## src/rtl/modexp_pkg.sv

```systemverilog
package modexp_pkg;

   // Default operand width of the base, modulus, exponent and result.
   localparam int OPERAND_BITS = 32;

   // Reset values of the configuration registers.
   localparam int MODULUS_RESET  = 3233;
   localparam int EXPONENT_RESET = 17;

   // Configuration register indexes.
   localparam int CSR_INDEX_BITS = 1;

   typedef enum logic [CSR_INDEX_BITS-1:0] {
      CSR_MODULUS  = 1'b0,
      CSR_EXPONENT = 1'b1
   } csr_index_type;

endpackage

```

## src/rtl/modular_exponentiation.sv

```systemverilog
// Modular exponentiation core: rsp_power_result = req_base_value ** exponent mod modulus.
// Configuration: csr_write_enable, csr_index and csr_write_data load the modulus
// (index 0, reset 3233) and the exponent (index 1, reset 17); write them only while
// busy is low.
// Input: an item is accepted at a clock edge where start is high and busy is low.
// Output: rsp_valid pulses for one cycle with rsp_power_result; the receiver cannot
// stall, so the result must be taken in that cycle.
// Sequence: a zero exponent or a modulus below two gives its result in the cycle
// after acceptance. Otherwise the base is first reduced modulo the modulus, then the
// exponent is scanned from its least significant bit with one shared modular
// multiplier. Each multiplication follows a dispatch step, then doubles once for
// every multiplier bit and adds the multiplicand for every set bit. At most
// 2 * OPERAND_BITS - 1 multiplications are needed. Scanning stops after the highest
// set exponent bit.
// busy stays high from acceptance through the result cycle; one item at a time.
// Reset is synchronous: it returns to idle and reloads the register reset values.
module modular_exponentiation #(
   parameter int OPERAND_BITS = modexp_pkg::OPERAND_BITS
) (
   input  logic                                clock,
   input  logic                                reset,
   input  logic                                start,
   output logic                                busy,
   input  logic [OPERAND_BITS-1:0]             req_base_value,
   output logic                                rsp_valid,
   output logic [OPERAND_BITS-1:0]             rsp_power_result,
   input  logic                                csr_write_enable,
   input  logic [modexp_pkg::CSR_INDEX_BITS-1:0] csr_index,
   input  logic [OPERAND_BITS-1:0]             csr_write_data
);

   localparam int W        = OPERAND_BITS;
   localparam int CNT_BITS = $clog2(W);

   typedef enum logic [5:0] {
      ST_IDLE    = 6'b000001,
      ST_REDUCE  = 6'b000010,
      ST_SELECT  = 6'b000100,
      ST_MUL_DBL = 6'b001000,
      ST_MUL_ADD = 6'b010000,
      ST_FINISH  = 6'b100000
   } state_type;

   state_type             state_ff, state_in;
   logic [W-1:0]          modulus_ff, exponent_ff;
   logic [W-1:0]          acc_ff, acc_in;
   logic [W-1:0]          b_sh_ff, b_sh_in;
   logic [W-1:0]          res_ff, res_in;
   logic [W-1:0]          sq_ff, sq_in;
   logic [W-1:0]          exp_sh_ff, exp_sh_in;
   logic [CNT_BITS-1:0]   cnt_ff, cnt_in;
   logic                  sq_phase_ff, sq_phase_in;
   logic                  dest_res_ff, dest_res_in;

   logic [W-1:0]          add_x, add_y, a_val, mod_sum;
   logic                  add_cin;
   logic [W:0]            sum, diff;
   logic                  advance, last_bit;

   // Multiplicand: the running result when updating it, else the square.
   assign a_val    = dest_res_ff ? res_ff : sq_ff;
   assign last_bit = (cnt_ff == CNT_BITS'(W - 1));

   // Shared modular adder: (x + y + cin) mod modulus, inputs below the modulus.
   always_comb begin
      add_x   = acc_ff;
      add_y   = (state_ff == ST_MUL_ADD) ? a_val : acc_ff;
      add_cin = (state_ff == ST_REDUCE) ? b_sh_ff[W-1] : 1'b0;
      sum     = {1'b0, add_x} + {1'b0, add_y} + {{W{1'b0}}, add_cin};
      diff    = sum - {1'b0, modulus_ff};
      mod_sum = (sum >= {1'b0, modulus_ff}) ? diff[W-1:0] : sum[W-1:0];
   end

   // Sequencer: reduce the base, then square-and-multiply one bit per step.
   always_comb begin
      state_in    = state_ff;
      acc_in      = acc_ff;
      b_sh_in     = b_sh_ff;
      res_in      = res_ff;
      sq_in       = sq_ff;
      exp_sh_in   = exp_sh_ff;
      cnt_in      = cnt_ff;
      sq_phase_in = sq_phase_ff;
      dest_res_in = dest_res_ff;
      advance     = 1'b0;

      case (state_ff)
         ST_IDLE: begin
            if (start) begin
               b_sh_in     = req_base_value;
               acc_in      = '0;
               cnt_in      = '0;
               exp_sh_in   = exponent_ff;
               sq_phase_in = 1'b0;
               if (exponent_ff == '0) begin
                  res_in   = W'(1);
                  state_in = ST_FINISH;
               end else if (modulus_ff < W'(2)) begin
                  res_in   = '0;
                  state_in = ST_FINISH;
               end else begin
                  state_in = ST_REDUCE;
               end
            end
         end
         ST_REDUCE: begin
            // Restoring remainder: shift in one base bit per cycle.
            acc_in  = mod_sum;
            b_sh_in = {b_sh_ff[W-2:0], 1'b0};
            cnt_in  = cnt_ff + CNT_BITS'(1);
            if (last_bit) begin
               cnt_in   = '0;
               sq_in    = mod_sum;
               res_in   = W'(1);
               state_in = ST_SELECT;
            end
         end
         ST_SELECT: begin
            if (exp_sh_ff == '0) begin
               state_in = ST_FINISH;
            end else if (sq_phase_ff && (exp_sh_ff[W-1:1] == '0)) begin
               // No higher exponent bits remain, so the last square is not needed.
               state_in = ST_FINISH;
            end else begin
               acc_in      = '0;
               cnt_in      = '0;
               b_sh_in     = sq_ff;
               dest_res_in = !sq_phase_ff && exp_sh_ff[0];
               state_in    = ST_MUL_DBL;
            end
         end
         ST_MUL_DBL: begin
            acc_in = mod_sum;
            if (b_sh_ff[W-1]) begin
               state_in = ST_MUL_ADD;
            end else begin
               advance = 1'b1;
            end
         end
         ST_MUL_ADD: begin
            acc_in  = mod_sum;
            advance = 1'b1;
         end
         ST_FINISH: begin
            state_in = ST_IDLE;
         end
         default: begin
            state_in = ST_IDLE;
         end
      endcase

      // Move to the next multiplier bit; write back after the last one.
      if (advance) begin
         b_sh_in  = {b_sh_ff[W-2:0], 1'b0};
         cnt_in   = cnt_ff + CNT_BITS'(1);
         state_in = ST_MUL_DBL;
         if (last_bit) begin
            state_in = ST_SELECT;
            if (dest_res_ff) begin
               res_in      = mod_sum;
               sq_phase_in = 1'b1;
            end else begin
               sq_in       = mod_sum;
               exp_sh_in   = {1'b0, exp_sh_ff[W-1:1]};
               sq_phase_in = 1'b0;
            end
         end
      end
   end

   // Control state and configuration registers.
   always_ff @(posedge clock) begin
      if (reset) begin
         state_ff    <= ST_IDLE;
         modulus_ff  <= W'(modexp_pkg::MODULUS_RESET);
         exponent_ff <= W'(modexp_pkg::EXPONENT_RESET);
      end else begin
         state_ff <= state_in;
         if (csr_write_enable) begin
            case (modexp_pkg::csr_index_type'(csr_index))
               modexp_pkg::CSR_MODULUS:  modulus_ff  <= csr_write_data;
               modexp_pkg::CSR_EXPONENT: exponent_ff <= csr_write_data;
               default: ;
            endcase
         end
      end
   end

   // Datapath shift registers and counters.
   always_ff @(posedge clock) begin
      acc_ff      <= acc_in;
      b_sh_ff     <= b_sh_in;
      res_ff      <= res_in;
      sq_ff       <= sq_in;
      exp_sh_ff   <= exp_sh_in;
      cnt_ff      <= cnt_in;
      sq_phase_ff <= sq_phase_in;
      dest_res_ff <= dest_res_in;
   end

   assign busy             = (state_ff != ST_IDLE);
   assign rsp_valid        = (state_ff == ST_FINISH);
   assign rsp_power_result = res_ff;

endmodule

```

## config.mk

```make
export PLATFORM = sky130hd
export DESIGN_NAME = modular_exponentiation
export DESIGN_NICKNAME = d
export VERILOG_FILES = /design/src/rtl/modexp_pkg.sv /design/src/rtl/modular_exponentiation.sv
export SDC_FILE = /design/constraint.sdc
export NUM_CORES = 1
export LEC_CHECK = 0
export ABC_AREA = 1
export BUFFER_PORTS_ARGS = -buffer_cell sky130_fd_sc_hd__buf_2
export CAP_MARGIN = 20
export CORE_MARGIN = 2
export CORE_UTILIZATION = 62
export DETAILED_ROUTE_END_ITERATION = 8
export GPL_TIMING_DRIVEN = 0
export PLACE_DENSITY = 0.81
export SLEW_MARGIN = 30
export SYNTH_ARGS = -nofsm -noshare
export SYNTH_HDL_FRONTEND = slang
export SYNTH_SLANG_ARGS = --single-unit
```

## constraint.sdc

```tcl
create_clock -name clock -period 5.73 [get_ports clock]
set_clock_uncertainty 0.1 [all_clocks]
set_input_delay 0.573 -clock clock [delete_from_list [all_inputs] [get_ports clock]]
set_output_delay 0.573 -clock clock [all_outputs]
set_load 0.03 [all_outputs]
```

==> results of run 1 <==
[worst min path at each step]
stage	end	slack, ns	cells past startpoint
after floorplan	modulus_ff[0]$_SDFFE_PP1P_	0.34	2
final	state_ff[1]$_SDFFE_PP0P_	0.18	2
after CTS	modulus_ff[10]$_SDFFE_PP1P_	0.17	3
after detailed placement	exponent_ff[18]$_SDFFE_PP0P_	0.37	2
after global routing	state_ff[1]$_SDFFE_PP0P_	0.19	2
after global placement	exponent_ff[24]$_SDFFE_PP0P_	0.36	2
[repair_timing]
item,CTS,global route
endpoints found under the setup margin,96,96
pin swaps,1,6
resized for setup,9,42
setup buffers,0,7
[metrics by stage]
step / hold WS (ns) / setup slack [ns]
2_1_floorplan: 0.335 / 0.817
3_3_place_gp: 0.363 / -0.455
3_5_place_dp: 0.372 / -0.535
4_1_cts: 0.171 / 0.0473
5_1_grt: 0.186 / -0.0440
6_report: 0.180 / 0.238
[cell usage after synthesis, types with 2 or more instances]
library cell | count | area share (%)
inv_2 | 9 | 0.21
nand4_1 | 28 | 1.1
edfxtp_1 | 69 | 13
o21ai_0 | 164 | 5.1
nor4_1 | 8 | 0.31
buf_6 | 5 | 0.35
clkbuf_1 | 53 | 1.2
inv_1 | 393 | 9.2
dfxtp_1 | 168 | 21
nor3_2 | 3 | 0.19
nor2_1 | 179 | 4.2
a21oi_1 | 136 | 4.2
o21bai_1 | 8 | 0.37
xor2_1 | 36 | 2.0
a21o_1 | 3 | 0.14
nand2_4 | 12 | 0.84
a21oi_2 | 4 | 0.22
clkinv_1 | 2 | 0.047
nand3_1 | 142 | 4.4
ha_1 | 65 | 5.1
or2_1 | 2 | 0.078
fa_1 | 3 | 0.37
nor2_2 | 5 | 0.20
nand2_2 | 20 | 0.78
and3_1 | 4 | 0.16
nor3_1 | 17 | 0.53
o211ai_1 | 7 | 0.33
a31oi_1 | 48 | 1.9
buf_1 | 6 | 0.14
nand3_2 | 2 | 0.12
nand2_1 | 848 | 20
and2_1 | 2 | 0.078
nor2_4 | 2 | 0.14
buf_2 | 22 | 0.69
o21ai_1 | 4 | 0.12
[cells by family (layout without fill, tap and decap cells)]
| logic type | after synthesis | in the layout | synth area share (%) |
|---|---|---|---|
| XOR/XNOR | 37 | 37 | 2.02 |
| AND/OR/NAND/NOR | 1284 | 1284 | 33.8 |
| flip-flops | 237 | 237 | 33.9 |
| buffers and inverters | 492 | 645 | 12.1 |
| AO/OA/AOI/OAI | 379 | 379 | 12.7 |
| adder cells (fa/ha/maj) | 68 | 68 | 5.45 |
[flip-flops by register name (all words and copies together) (netlist names), 5 cells and up]
register and count:
acc_ff 32, b_sh_ff 32, cnt_ff 5, exp_sh_ff 32, exponent_ff 32, modulus_ff 32, rsp_power_result 32, sq_ff 32
state_ff 6
[power breakdown]
part	leakage [uW]	internal (uW)	switching (uW)
clock network	0.000393	935	697
registers	0.00206	1910	88.1
logic	0.00720	1290	2980
total	0.00966	4140	3770
[layout make-up]
class / count / area [um2] / share of cell area (%)
Buffer: 87 / 439 / 2.43
Multi-Input combinational cell: 1768 / 8850 / 49.0
Clock buffer: 39 / 739 / 4.09
Timing Repair Buffer: 109 / 598 / 3.31
Clock inverter: 6 / 71.3 / 0.395
Inverter: 404 / 1520 / 8.40
Tap cell: 330 / 413 / 2.29
Sequential cell: 237 / 5440 / 30.1
[per-layer routing]
metal	track usage [%]	vias to the layer above	part of all wire, %
li1	-	8167	-
met1	52.3	7731	41
met2	62.4	970	44
met3	6.60	151	10
met4	16.9	0	4.7
met5	0	-	0
[worst register-to-register path: cells and delay by family (launching register included)]
| kind | cells | cell delay [ns] |
|---|---|---|
| and+or+nand+nor | 18 | 2.20 |
| adders and majority gates | 3 | 1.21 |
| buffers and inverters | 6 | 0.77 |
| xor gates and xnor gates | 1 | 0.35 |
| DFF | 1 | 0.33 |
| AOI/OAI and AO/OA | 2 | 0.27 |
==> metrics.csv, run 1 <==
metric,value,unit
worst_path_dominant_cell_family,simple AND/OR/NAND/NOR gates,
drc_errors,0,
routedWlPerCell,18.0,um
cts_tree,done,
numCtsBuffers,25,
overflow,0,
critPathMaxFanout,10,
syn2layout_area_growth,12.7,%
initial_core_util,63.5,%
max-clock-path-buffers,3,
syn_avg_cell_area,6.42,um2
setup_viol,0,
crit_path_start,state_ff[2]$_SDFFE_PP0P_,
stdcell_area,18100,um2
clk_pin_slew,0.06,ns
reg2reg_to,acc_ff[0]$_SDFFCE_PN0P_,
mostFrequentLayoutCell,nand2_1,
syn_area,16000,um2
dp_hpwl,42.9,mm
ant_nets,0,
nNetsFinal,2769,
r2r-start,state_ff[2]$_SDFFE_PP0P_,
cp.depth,30,
outcome,finished clean,
endpoint_kind,flip-flop,
maxCapViolCount,0,
synthesis.nets,2634,
ioPinCount,103,
grt_pass1_wl,82.0,mm
avgViaCountPerCell,5.71,
cts_hold_buf,0,
dr.first_iter.drc_count,2034,
synth-seq-area-share,33.9,%
fin_util,71.5,%
synth_cell_type_count,53,
synth_ff_type,dfxtp_1,
relSlewSlack,38.3,%
gp_congestion,1.00,
dp.cells,2929,
p_leak,0.00966,uW
rows,58,
die_h,165,um
fillerInstances,2120,
clkLatencyLatePin,0.55,ns
async_flop_share,0,%
grt_max_degree,37,
track_usage,39.1,%
min_period,5.49,ns
antenna_found_initial,0,
cts_root_buf,clkbuf_16,
yosysWarnings,0,
slew_viol_final,0,
dieArea,27100,um2
syn_inst,2497,
power,7910,uW
arrival,5.66,ns
cp-start-kind,flip-flop,
grt_pass1_vias,15786,
core_area,25300,um2
h-tree-depth,1,
path_class,reg -> reg,
critPathBufInv,6,
final_cells,2980,
fp.dieW,165,um
worst_pin_slew,0.919,ns
crit_slowest_cell,fa_2,
hold_class,in -> reg,
worst_r2r_path_depth,30,
first_pass_iters,7,
placed_area,17000,um2
synth_edf_count,69,
port_buffers,101,
final_cell_mix,"nand2_1, inv_1, nor2_1, dfxtp_1, o21ai_0",
path_common_cell,nand2_1,
period_share,95.8,%
power.density,438,nW/um2
cp.required,5.90,ns
critical-path-max-stage-delay,0.46,ns
ys_seq_elements,237,
routed_wl,53.5,mm
finalSetupTns,0,ns
r2r_slack,0.24,ns
num_vias,17019,
drive_gt1_share,10.5,%
ir_drop,0.000317,V
antenna-diode-count,0,
hold_violations,0,
min_from,reset,
endpoint,acc_ff[0]$_SDFFCE_PN0P_,
cts_sinks,237,
fmax,0.182,GHz
(Power assumes the default switching activity.)
==> run 2: changes to the inputs <==
- CELL_PAD_IN_SITES_DETAIL_PLACEMENT: not set -> 1
- CELL_PAD_IN_SITES_GLOBAL_PLACEMENT: not set -> 1
- CORE_UTILIZATION: 62 -> 44
- PLACE_DENSITY: 0.81 -> not set
- PLACE_DENSITY_LB_ADDON: not set -> 0.1
==> metrics.csv, run 2 (synthesis gave the netlist of run 1 again) <==
metric,value,unit
rows,69,
final_cell_mix,"nand2_1, inv_1, nor2_1, dfxtp_1, o21ai_0",
min_from,csr_write_data[0],
arrival,5.68,ns
ioPinCount,103,
stdcell_area,18500,um2
critPathBufInv,6,
track_usage,32.6,%
dieArea,38000,um2
power,8270,uW
nNetsFinal,2775,
h-tree-depth,1,
cp.required,5.91,ns
grt_pass1_wl,96.4,mm
cts_hold_buf,0,
routedWlPerCell,20.0,um
core_area,35700,um2
setup_viol,0,
slew_viol_final,0,
grt_pass1_vias,17264,
period_share,96.0,%
cp-start-kind,flip-flop,
ant_nets,0,
numCtsBuffers,28,
outcome,finished clean,
clk_pin_slew,0.06,ns
grt_max_degree,29,
routed_wl,62.4,mm
path_common_cell,nand2_1,
maxCapViolCount,0,
ir_drop,0.000250,V
crit_path_start,state_ff[2]$_SDFFE_PP0P_,
cts_sinks,237,
timing.hold.ws,0.157,ns
final_cells,3120,
drc_errors,0,
crit_slowest_cell,fa_2,
port_buffers,101,
fillerInstances,4884,
min_period,5.50,ns
critical-path-max-stage-delay,0.47,ns
path_class,reg -> reg,
clkLatencyLatePin,0.58,ns
hold_violations,0,
max-clock-path-buffers,3,
avgViaCountPerCell,5.41,
rsz0062_at_grt,yes,
fmax,0.182,GHz
antenna-diode-count,0,
antenna_found_initial,0,
dp.cells,3061,
worst_pin_slew,0.943,ns
dp_hpwl,50.9,mm
r2r-start,state_ff[2]$_SDFFE_PP0P_,
endpoint_kind,flip-flop,
fp.dieW,195,um
num_vias,16877,
critPathMaxFanout,10,
mostFrequentLayoutCell,nand2_1,
worst_path_dominant_cell_family,simple AND/OR/NAND/NOR gates,
hold_class,in -> reg,
initial_core_util,44.8,%
dr.first_iter.drc_count,1291,
overflow,0,
syn2layout_area_growth,15.3,%
placed_area,17200,um2
gp_congestion,0.951,
finalSetupTns,0,ns
cts_root_buf,clkbuf_16,
relSlewSlack,36.6,%
drive_gt1_share,11.5,%
p_leak,0.00974,uW
power.density,447,nW/um2
cts_tree,done,
first_pass_iters,5,
die_h,195,um
==> run 2: changes by cell type in the layout (fill, tap and decap cells not counted), sizes merged <==
cell and change:
buf +6, clkbuf +1, clkinv +4, clkinvlp -1, inv -1
==> run 2: stage by stage <==
step / util, % / worst slack, ns
after detailed placement: 48.0 / -0.774
after global routing: 51.7 / -0.0628
after floorplan: - / 0.817
final: 51.7 / 0.229
after CTS: 50.8 / 0.00567
after global placement: 47.9 / -0.639
==> run 2: layout make-up <==
type	instances	area (um2)	area share, %
clock inverters	8	90.1	0.487
multi-input cells	1768	8990	48.6
well taps	461	577	3.12
inverters	404	1520	8.21
flip-flops and latches	237	5440	29.4
repair buffers	113	638	3.45
clock buffers	43	797	4.31
plain buffers	86	435	2.36
==> run 2: per-layer routing <==
layer / track usage (%) / vias to the layer above / routed length, um
li1: - / 8171 / -
met5: 0 / - / 0
met4: 11.0 / 0 / 2190
met1: 45.1 / 8141 / 28400
met3: 4.08 / 84 / 3930
met2: 52.6 / 481 / 27900
==> run 2: timing repair <==
action	4_1_cts	5_1_grt
hold endpoints to repair	0	0
endpoints found under the setup margin	96	96
gates cloned	0	1
pin swaps	4	6
resized for setup	14	64
setup buffers	6	3
==> run 2: power by group <==
part	leakage, uW	total, uW	internal [uW]	switching (uW)
Combinational	0.00725	4530	1360	3170
Sequential	0.00206	2000	1910	93.3
Clock	0.000429	1740	1000	735
==> run 2: worst register-to-register path, delay by kind of cell (launching register included) <==
family | cells | cell delay (ns)
xor gates and xnor gates | 1 | 0.38
buffers and inverters | 6 | 0.73
and+or+nand+nor | 17 | 2.05
AOI/OAI and AO/OA | 3 | 0.34
DFF | 1 | 0.33
adders and majority gates | 3 | 1.29
==> run 2: worst paths after layout <==
path,end,slack [ns],cells past startpoint
worst max-delay path,acc_ff[29]$_SDFFCE_PN0P_,0.23,30
worst min-delay path,modulus_ff[0]$_SDFFE_PP1P_,0.16,3
worst max register to register,acc_ff[29]$_SDFFCE_PN0P_,0.23,30
worst min register to register,exponent_ff[17]$_SDFFE_PP0P_,0.38,2
==> run 3: changes to the inputs <==
- ABC_AREA: 1 -> not set
- CORE_UTILIZATION: 44 -> 46
==> metrics.csv, run 3 <==
metric,value,unit
outcome,finished with violations,
violations,negative setup slack,
maxCapViolCount,0,
port_buffers,101,
overflow,0,
h-tree-depth,1,
cp-start-kind,flip-flop,
hold_class,in -> reg,
routed_wl,56.2,mm
synthesis.nets,1846,
nNetsFinal,2048,
final_cell_mix,"nand2_1, dfxtp_1, a21oi_1, nor2_1, buf_2",
clkLatencyLatePin,0.56,ns
rows,63,
ioPinCount,103,
rsz0062_at_grt,yes,
mostFrequentLayoutCell,nand2_1,
fmax,0.161,GHz
path_class,reg -> reg,
yosysWarnings,0,
syn_inst,1709,
cts_tree,done,
r2r-start,state_ff[5]$_SDFFE_PP0P_,
grt_max_degree,28,
max-clock-path-buffers,3,
crit_path_start,state_ff[5]$_SDFFE_PP0P_,
dp_hpwl,37.7,mm
netlist.area_leader.share,24.1,%
initial_core_util,46.9,%
relSlewSlack,40.7,%
gp_congestion,0.920,
synth_edf_count,69,
ir_drop,0.000269,V
ys_top_cells_by_count,"nand2_1, dfxtp_1, a21oi_1",
cts_sinks,237,
worst_pin_slew,0.886,ns
synth_most_common_cell,nand2_1,
fp.dieW,178,um
track_usage,33.2,%
worst_slack,-0.473,ns
ant_nets,0,
hold_violations,0,
clk_pin_slew,0.06,ns
synth_cell_type_count,69,
power.density,549,nW/um2
slew_viol_final,0,
finalSetupTns,-30.86,ns
dr.first_iter.drc_count,1044,
syn_area,13900,um2
synth_area_leaders,"dfxtp_1, edfxtp_1, nand2_1",
dp.cells,2202,
ys_seq_elements,237,
setup_viol,96,
avgViaCountPerCell,6.24,
syn_avg_cell_area,8.16,um2
endpoint_kind,flip-flop,
fin_util,60.4,%
num_vias,14490,
grt_pass1_wl,81.8,mm
drive_gt1_share,23.9,%
grt_pass1_vias,14829,
dp_slack,-1.91,ns
async_flop_share,0,%
arrival,6.42,ns
p_leak,0.00722,uW
min_period,6.20,ns
period_share,108,%
final_cells,2323,
cp.required,5.94,ns
syn2layout_area_growth,28.7,%
numCtsBuffers,26,
yosysTopAreaCell,dfxtp_1,
first_pass_iters,5,
drc_errors,0,
dieArea,31700,um2
synth_ff_type,dfxtp_1,
core_area,29700,um2
cts_root_buf,clkbuf_16,
critPathMaxFanout,9,
synth-seq-area-share,39.0,%
die_h,178,um
min_from,csr_write_data[7],
antenna_found_initial,0,
routedWlPerCell,24.2,um
-- run 3: layer usage --
layer  GRT usage (%)  wire, um  share of wire [%]
met1            43.0     23200                 41
met2            57.6     27500                 49
met3            2.75      3030                5.4
met4            12.2      2520                4.5
met5               0         0                  0
-- run 3: final timing paths --
kind	to	slack (ns)	depth (start not counted)
worst max-delay path	acc_ff[20]$_SDFFCE_PN0P_	-0.47	25
worst min-delay path	exponent_ff[7]$_SDFFE_PP0P_	0.18	3
worst min register to register	sq_phase_ff$_DFF_P_	0.36	2
worst max register to register	acc_ff[20]$_SDFFCE_PN0P_	-0.47	25
-- run 3: per-stage QoR --
stage          instance area (um2)  hold slack, ns  total power, uW
2_1_floorplan                14000           0.334             4600
3_3_place_gp                 15000           0.345             5650
3_5_place_dp                 15000           0.355             5750
4_1_cts                      17200           0.162             8920
5_1_grt                      17900           0.166            10200
6_report                     18000           0.178             9850
-- run 3: cells by family (layout without fill, tap and decap cells) --
kind of cell | after synthesis | after routing | synth area share, %
AO/OA/AOI/OAI | 496 | 496 | 21.9
flip-flops | 237 | 237 | 39.0
buffers and inverters | 153 | 375 | 4.61
XOR/XNOR | 49 | 49 | 3.08
AND/OR/NAND/NOR | 641 | 641 | 20.3
adder cells (fa/ha/maj) | 68 | 68 | 6.26
multiplexers | 65 | 65 | 4.84
other | 0 | 2 | 0
-- run 3: cell type report --
class,count,area (um2)
Inverter,50,188
Buffer,92,528
Fill cell,3507,11800
Clock buffer,38,778
Clock inverter,10,65.1
Sequential cell,237,5440
Tap cell,390,488
Antenna cell,2,5.00
Timing Repair Buffer,185,1280
Multi-Input combinational cell,1319,9180
-- run 3: worst max-delay path: stages (launching register included) --
cell and delay [ns]:
dfxtp_2 0.34, nor4_4 0.28, nand3b_1 0.14, buf_6 0.16
clkbuf_16 0.16, clkbuf_16 0.16, buf_4 0.17, o21ai_0 0.23
ha_1 0.40, a211oi_1 0.46, o211ai_1 0.18, a21oi_1 0.18
o211ai_1 0.11, buf_4 0.18, a221oi_4 0.34, xnor2_2 0.19
ha_4 0.25, a211o_1 0.32, a21oi_2 0.11, o211ai_1 0.16
a211oi_4 0.40, nand2_4 0.13, buf_12 0.17, buf_8 0.14
mux2_4 0.32, and2_1 0.15
-- run 3: where the power goes --
group	switching (uW)	internal [uW]	total, uW
logic	3560	2600	6160
registers	110	1900	2010
clock network	729	945	1670
total	4400	5450	9850
-- run 3: timing repair --
| item | 4_1_cts | 5_1_grt |
|---|---|---|
| setup buffers | 44 | 37 |
| pin swaps | 66 | 59 |
| endpoints found under the setup margin | 96 | 96 |
| gates resized for setup | 230 | 113 |
| cloned | 2 | 0 |
| hold buffers | 0 | 0 |
